===== config.mk =====
export PLATFORM = sky130hd
export DESIGN_NAME = isa_div
export DESIGN_NICKNAME = d
export VERILOG_FILES = /design/src/isa_pkg.sv /design/src/isa_div.sv
export SDC_FILE = /design/constraint.sdc
export NUM_CORES = 1
export LEC_CHECK = 0
export BUFFER_PORTS_ARGS = -buffer_cell sky130_fd_sc_hd__buf_2
export CAP_MARGIN = 20
export CORE_ASPECT_RATIO = 1.4
export CORE_MARGIN = 1.5
export CORE_UTILIZATION = 60
export CTS_BUF_LIST = sky130_fd_sc_hd__clkbuf_8
export CTS_CLUSTER_SIZE = 28
export DETAILED_ROUTE_END_ITERATION = 7
export PLACE_DENSITY = 0.82
export SETUP_SLACK_MARGIN = 0.02
export SLEW_MARGIN = 40
export SYNTH_ARGS = -nofsm -noshare
export SYNTH_HDL_FRONTEND = slang
export SYNTH_SLANG_ARGS = --single-unit

===== constraint.sdc =====
create_clock -name clk -period 8.8 [get_ports clk]
set_clock_uncertainty 0.1 [all_clocks]
set_input_delay 1.76 -clock clk [delete_from_list [all_inputs] [get_ports clk]]
set_output_delay 1.76 -clock clk [all_outputs]
set_load 0.02 [all_outputs]

===== src/isa_pkg.sv =====
// types and constants shared by the integer stack alu and its divider
// no dependencies; compile first
package isa_pkg;

	localparam int DATA_W = 32;
	localparam int OP_W = 4;
	localparam int DEPTH_W = 9;

	// opcodes
	localparam logic [OP_W-1:0] OP_PUSH  = 4'd0;
	localparam logic [OP_W-1:0] OP_POP   = 4'd1;
	localparam logic [OP_W-1:0] OP_ADD   = 4'd2;
	localparam logic [OP_W-1:0] OP_SUB   = 4'd3;
	localparam logic [OP_W-1:0] OP_MUL   = 4'd4;
	localparam logic [OP_W-1:0] OP_DIV   = 4'd5;
	localparam logic [OP_W-1:0] OP_REM   = 4'd6;
	localparam logic [OP_W-1:0] OP_NOT   = 4'd7;
	localparam logic [OP_W-1:0] OP_GT    = 4'd8;
	localparam logic [OP_W-1:0] OP_DUP   = 4'd9;
	localparam logic [OP_W-1:0] OP_SWAP  = 4'd10;
	localparam logic [OP_W-1:0] OP_CLEAR = 4'd11;

	// values pushed when the divisor is zero
	localparam logic [DATA_W-1:0] DIV_BY_ZERO_Q = 32'd42;
	localparam logic [DATA_W-1:0] REM_BY_ZERO_R = 32'h0badc0de;

	typedef struct packed {
		logic [OP_W-1:0]          opcode;
		logic signed [DATA_W-1:0] push_value;
	} cmd_t;

	typedef struct packed {
		logic signed [DATA_W-1:0] result_value;
		logic [DEPTH_W-1:0]       stack_depth;
		logic                     stack_empty;
		logic                     underflow;
		logic                     overflow;
	} res_t;

	typedef struct packed {
		logic              start;
		logic [DATA_W-1:0] dividend;
		logic [DATA_W-1:0] divisor;
	} div_req_t;

	typedef struct packed {
		logic              done;
		logic [DATA_W-1:0] quotient;
		logic [DATA_W-1:0] remainder;
	} div_rsp_t;

endpackage


===== src/isa_div.sv =====
// radix-2 restoring signed divider, one quotient bit per cycle
// depends on isa_pkg; divisor must be non-zero
module isa_div (
	input  logic              clk,
	input  logic              arst_n,
	input  isa_pkg::div_req_t req,
	output isa_pkg::div_rsp_t rsp
);

	typedef enum logic [2:0] {
		D_IDLE = 3'b001,
		D_RUN  = 3'b010,
		D_FIX  = 3'b100
	} dstate_t;

	localparam int W = isa_pkg::DATA_W;
	localparam int SW = $clog2(W);

	dstate_t        dst_q;
	logic [SW-1:0]  step_q;
	logic           done_q;
	logic [W-1:0]   quo_q;
	logic [W-1:0]   rem_q;
	logic [W-1:0]   dvs_q;
	logic           qneg_q;
	logic           rneg_q;
	logic [W-1:0]   q_out_q;
	logic [W-1:0]   r_out_q;

	logic [W:0]     shifted;
	logic [W+1:0]   diff;
	logic           fits;

	// trial subtraction of the divisor from the shifted partial remainder
	assign shifted = {rem_q, quo_q[W-1]};
	assign diff    = {1'b0, shifted} - {2'b00, dvs_q};
	assign fits    = ~diff[W+1];

	// sequencer
	always_ff @(posedge clk or negedge arst_n) begin
		if (!arst_n) begin
			dst_q  <= D_IDLE;
			step_q <= '0;
			done_q <= 1'b0;
		end else begin
			done_q <= 1'b0;
			unique case (dst_q)
				D_IDLE: begin
					if (req.start) begin
						dst_q  <= D_RUN;
						step_q <= '0;
					end
				end
				D_RUN: begin
					step_q <= step_q + 1'b1;
					if (step_q == SW'(W - 1)) begin
						dst_q <= D_FIX;
					end
				end
				D_FIX: begin
					dst_q  <= D_IDLE;
					done_q <= 1'b1;
				end
				default: dst_q <= D_IDLE;
			endcase
		end
	end

	// datapath: magnitudes in, one bit per step, signs restored at the end
	always_ff @(posedge clk) begin
		if (dst_q == D_IDLE && req.start) begin
			quo_q  <= req.dividend[W-1] ? (W'(0) - req.dividend) : req.dividend;
			dvs_q  <= req.divisor[W-1] ? (W'(0) - req.divisor) : req.divisor;
			rem_q  <= '0;
			qneg_q <= req.dividend[W-1] ^ req.divisor[W-1];
			rneg_q <= req.dividend[W-1];
		end else if (dst_q == D_RUN) begin
			rem_q <= fits ? diff[W-1:0] : shifted[W-1:0];
			quo_q <= {quo_q[W-2:0], fits};
		end else if (dst_q == D_FIX) begin
			q_out_q <= qneg_q ? (W'(0) - quo_q) : quo_q;
			r_out_q <= rneg_q ? (W'(0) - rem_q) : rem_q;
		end
	end

	assign rsp.done      = done_q;
	assign rsp.quotient  = q_out_q;
	assign rsp.remainder = r_out_q;

endmodule


==> flow_results.xml <==
<?xml version="1.0" encoding="UTF-8"?>
<metrics>
  <group name="status">
    <metric name="outcome" unit="">finished clean</metric>
  </group>
  <group name="clock_tree">
    <metric name="post_cts_buffers" unit="">0</metric>
    <metric name="ctsResizeCount" unit="">0</metric>
    <metric name="cts_made_buffers" unit="">17</metric>
    <metric name="cts_num_sinks" unit="">171</metric>
    <metric name="clk_transition_reported_paths" unit="ns">0.10</metric>
    <metric name="clock_path_buffers" unit="">2</metric>
    <metric name="cts.root.buffer_cell" unit="">sky130_fd_sc_hd__clkbuf_8</metric>
    <metric name="worst_skew_pair.late_latency" unit="ns">0.46</metric>
    <metric name="tritoncts" unit="">built</metric>
    <metric name="holdBufCountCts" unit="">0</metric>
    <metric name="htree_num_levels" unit="">4</metric>
  </group>
  <group name="floorplanning">
    <metric name="io-pin-count" unit="">132</metric>
    <metric name="fp.dieW" unit="um">113</metric>
    <metric name="die_height" unit="um">158</metric>
    <metric name="die_area" unit="um^2">17900</metric>
    <metric name="floorplan.rows" unit="">56</metric>
    <metric name="initial_utilization" unit="%">61.1</metric>
    <metric name="fp.coreArea" unit="um^2">16700</metric>
  </group>
  <group name="drt">
    <metric name="detail_route.wl_per_cell" unit="um">15.7</metric>
    <metric name="route.detailed.vias_per_inst" unit="">5.87</metric>
    <metric name="dr.pass1.iters" unit="">5</metric>
    <metric name="drc_errors" unit="">0</metric>
    <metric name="first_iter_violations" unit="">312</metric>
    <metric name="antenna_violating_nets_post_route" unit="">0</metric>
    <metric name="routed-via-count" unit="">7990</metric>
    <metric name="detailed_route_wl" unit="um">21400</metric>
  </group>
  <group name="logic_synthesis">
    <metric name="yosysTopAreaCellShare" unit="%">38.1</metric>
    <metric name="synth_xor_xnor_area_share" unit="%">12.4</metric>
    <metric name="synth-simple-area-share" unit="%">13.9</metric>
    <metric name="synthArstFlopShare" unit="%">5.26</metric>
    <metric name="synth.most_common_cell" unit="">sky130_fd_sc_hd__nand2_1</metric>
    <metric name="synth-edff-count" unit="">130</metric>
    <metric name="avgSynthCellArea" unit="um^2">9.95</metric>
    <metric name="synth.net_count" unit="">1135</metric>
    <metric name="multiplexer_share_of_the_synthesized_area" unit="%">0.489</metric>
    <metric name="synthesized_area_fraction_occupied_by_adder_cells" unit="%">4.84</metric>
    <metric name="synth_top_family_by_area" unit="">compound AO/OA/AOI/OAI gates</metric>
    <metric name="netlist_instances" unit="">1029</metric>
    <metric name="synth.distinct_cells" unit="">62</metric>
    <metric name="synth_largest_area_cell" unit="">sky130_fd_sc_hd__edfxtp_1</metric>
    <metric name="synth_sequential_area_ratio" unit="%">46.6</metric>
    <metric name="yosys_most_used_dff" unit="">sky130_fd_sc_hd__edfxtp_1</metric>
    <metric name="synth_compound_gate_area_share" unit="%">18.3</metric>
    <metric name="synth-warning-count" unit="">0</metric>
    <metric name="synth.area.top_cells" unit="">sky130_fd_sc_hd__edfxtp_1, sky130_fd_sc_hd__xnor2_1, sky130_fd_sc_hd__dfxtp_1</metric>
    <metric name="mappedNetlistArea" unit="um^2">10200</metric>
    <metric name="synthTopCellsByCount" unit="">sky130_fd_sc_hd__nand2_1, sky130_fd_sc_hd__edfxtp_1, sky130_fd_sc_hd__o21ai_0</metric>
    <metric name="ys_seq_elements" unit="">171</metric>
  </group>
  <group name="placed_design">
    <metric name="placement.io_buffers" unit="">131</metric>
    <metric name="gp_congestion" unit="">0.895</metric>
    <metric name="dpl-instance-area" unit="um^2">11100</metric>
    <metric name="dp_hpwl" unit="um">16100</metric>
  </group>
  <group name="global_route">
    <metric name="grt-ovfl-total" unit="">0</metric>
    <metric name="pin_count_of_the_biggest_net_entering_global_routing" unit="">65</metric>
    <metric name="antenna_violations_before_repair" unit="">5</metric>
    <metric name="grt_first_pass_wirelength" unit="um">34900</metric>
    <metric name="first_global_vias" unit="">7476</metric>
    <metric name="gr-usage-all-layers" unit="%">24.7</metric>
  </group>
  <group name="critical_path">
    <metric name="critPathBufInv" unit="">1</metric>
    <metric name="critPathTopFamily" unit="">simple AND/OR/NAND/NOR gates</metric>
    <metric name="endpoint_kind" unit="">register</metric>
    <metric name="path_cells" unit="">buf_2 &gt; or3_1 &gt; or4_1 &gt; or4_1 &gt; nand2b_1 &gt; or4_1 &gt; o21ai_0 &gt; xor2_1 &gt; o21ai_0</metric>
    <metric name="worst-endpoint-required" unit="ns">8.89</metric>
    <metric name="timing.critical_path.fanout_max" unit="">5</metric>
    <metric name="critical_path_class" unit="">in -&gt; reg</metric>
    <metric name="critical-path-max-stage-delay" unit="ns">0.52</metric>
    <metric name="critical-path-top-cell-by-count" unit="">sky130_fd_sc_hd__or4_1</metric>
    <metric name="crit_arrival" unit="ns">4.48</metric>
    <metric name="crit_path_start_kind" unit="">input pin</metric>
    <metric name="critical-path-slowest-cell" unit="">sky130_fd_sc_hd__or4_1</metric>
  </group>
  <group name="finish">
    <metric name="synthesis_to_finish_area_growth" unit="%">12.4</metric>
    <metric name="insertedDiodeCount" unit="">0</metric>
    <metric name="layout.cell_area.non_filler" unit="um^2">11500</metric>
    <metric name="post_route_cells_drive_above_1_share" unit="%">16.6</metric>
    <metric name="final_nets" unit="">1251</metric>
  </group>
  <group name="timing">
    <metric name="highest_clock_rate" unit="MHz">228</metric>
    <metric name="rsz_0062_raised_after_global_routing" unit="">no</metric>
    <metric name="final-max-slew-violation-count" unit="">0</metric>
    <metric name="fin_setup_tns" unit="ns">0</metric>
    <metric name="timing_hold_violations_final" unit="">0</metric>
    <metric name="worst_slew_margin_rel" unit="%">46.8</metric>
    <metric name="setup_viol_count_final" unit="">0</metric>
    <metric name="worstMarginPinSlew" unit="ns">0.798</metric>
    <metric name="finalCritPeriodShare" unit="%">49.9</metric>
    <metric name="final_period_minus_worst_setup_slack" unit="ns">4.39</metric>
  </group>
  <group name="hold_path">
    <metric name="hp-class" unit="">reg -&gt; reg</metric>
  </group>
  <group name="pwr">
    <metric name="power.internal" unit="mW">2.11</metric>
    <metric name="post-layout-total-power" unit="mW">3.48</metric>
    <metric name="power_switching_share" unit="%">39.4</metric>
    <metric name="vdd_ir_drop_max" unit="mV">0.124</metric>
    <metric name="power_frac_comb" unit="%">43.7</metric>
    <metric name="clock_power_share" unit="%">16.8</metric>
    <metric name="power-per-cell-area" unit="nW/um^2">303</metric>
    <metric name="p_seq_share" unit="%">39.5</metric>
    <metric name="power_switching" unit="mW">1.37</metric>
    <metric name="leakage" unit="nW">4.59</metric>
  </group>
  <group name="run">
    <metric name="maxCapViolations" unit="">0</metric>
  </group>
</metrics>
## power by group through the flow
stage,sequential [mW],combinational (mW),clock (mW)
finish,1.37,1.52,0.585
global route,1.40,1.72,0.625
CTS,1.37,1.52,0.594
detailed placement,1.39,1.51,0
global placement,1.38,1.47,0
floorplan,1.33,1.22,0
## kinds of logic (layout without fill, tap and decap cells)
kind of cell	after synthesis	count (layout)
flip-flops	171	171
multiplexers	5	5
AND/OR/NAND/NOR	279	279
adder cells (fa/ha/maj)	39	39
XOR/XNOR	145	145
buffers and inverters	95	224
AO/OA/AOI/OAI	295	295
## state kept, by name (all words and copies together) (netlist names), 3 cells and up
register  flops
dvs_q        32
rem_q        32
quo_q        32
r_out_q      32
dst_q         3
q_out_q      32
step_q        5
## through the flow
| stage | utilization [%] | instances | hold WS, ns | setup slack [ns] |
|---|---|---|---|---|
| after global placement | 66.1 | 1328 | 0.389 | 3.96 |
| final | 68.7 | 1361 | 0.427 | 4.41 |
| after detailed placement | 66.1 | 1328 | 0.413 | 3.94 |
| after floorplan | - | 1029 | 0.359 | 3.03 |
| after global routing | 68.7 | 1361 | 0.455 | 4.27 |
| after CTS | 68.6 | 1360 | 0.432 | 4.44 |
## cell usage in the layout, fill, tap and decap left out, drive strengths merged, types with 3 or more instances in the layout
master,count
nand2,133
inv,58
o21bai,4
edfxtp,130
nand2b,14
bufinv,3
o21a,5
xor2,51
a31oi,8
xnor2,94
mux2i,5
buf,139
a32oi,10
nor3b,3
dfrtp,8
nand3,12
clkbuf,17
o41ai,18
or4,26
a21oi,48
nor3,12
a21boi,5
o211ai,5
o31ai,33
clkinv,5
a211oi,3
and3,5
nor4,12
ha,38
a22o,14
nand4,5
dfxtp,32
or3,17
or2,4
o21ai,119
a21o,14
nor2,28
## cell type report
type                       instances  area, um^2
timing repair buffer             139         719
clock buffer                      17         234
inverter                          53         200
multi-input combinational        763        5140
fill                            1304        5240
clock inverter                    15         186
tap                              203         254
sequential                       171        4770
## worst reg2reg max path: cells and delay by family, from the launching register on
family | cells | cell delay [ns]
XOR/XNOR | 1 | 0.17
AO/OA/AOI/OAI | 7 | 1.95
buffers and inverters | 2 | 0.25
flip-flops | 1 | 0.48
adder cells (fa/ha/maj) | 2 | 0.57
## metal layers
metal	track usage [%]	vias up	wire [um]
li1	-	4017	-
met1	27.7	3709	8470
met2	45.4	219	11100
met3	5.63	41	1260
met4	9.64	4	518
met5	0	-	25
## worst paths after layout
kind	slack (ns)	cells after the start	to	startpoint
worst max-delay path	4.41	9	quo_q[28]$_DFFE_PN_	req[40]
worst min-delay path	0.43	1	done_q$_DFF_PN0_	dst_q[1]$_DFFE_PN0P_
worst max register to register	5.17	12	rem_q[28]$_SDFFE_PP0P_	quo_q[31]$_DFFE_PN_
worst min register to register	0.43	1	done_q$_DFF_PN0_	dst_q[1]$_DFFE_PN0P_
max in group asynchronous	7.32	1	dst_q[0]$_DFFE_PN1P_	arst_n
min in group asynchronous	1.03	1	done_q$_DFF_PN0_	arst_n
(Power assumes the default switching activity.)
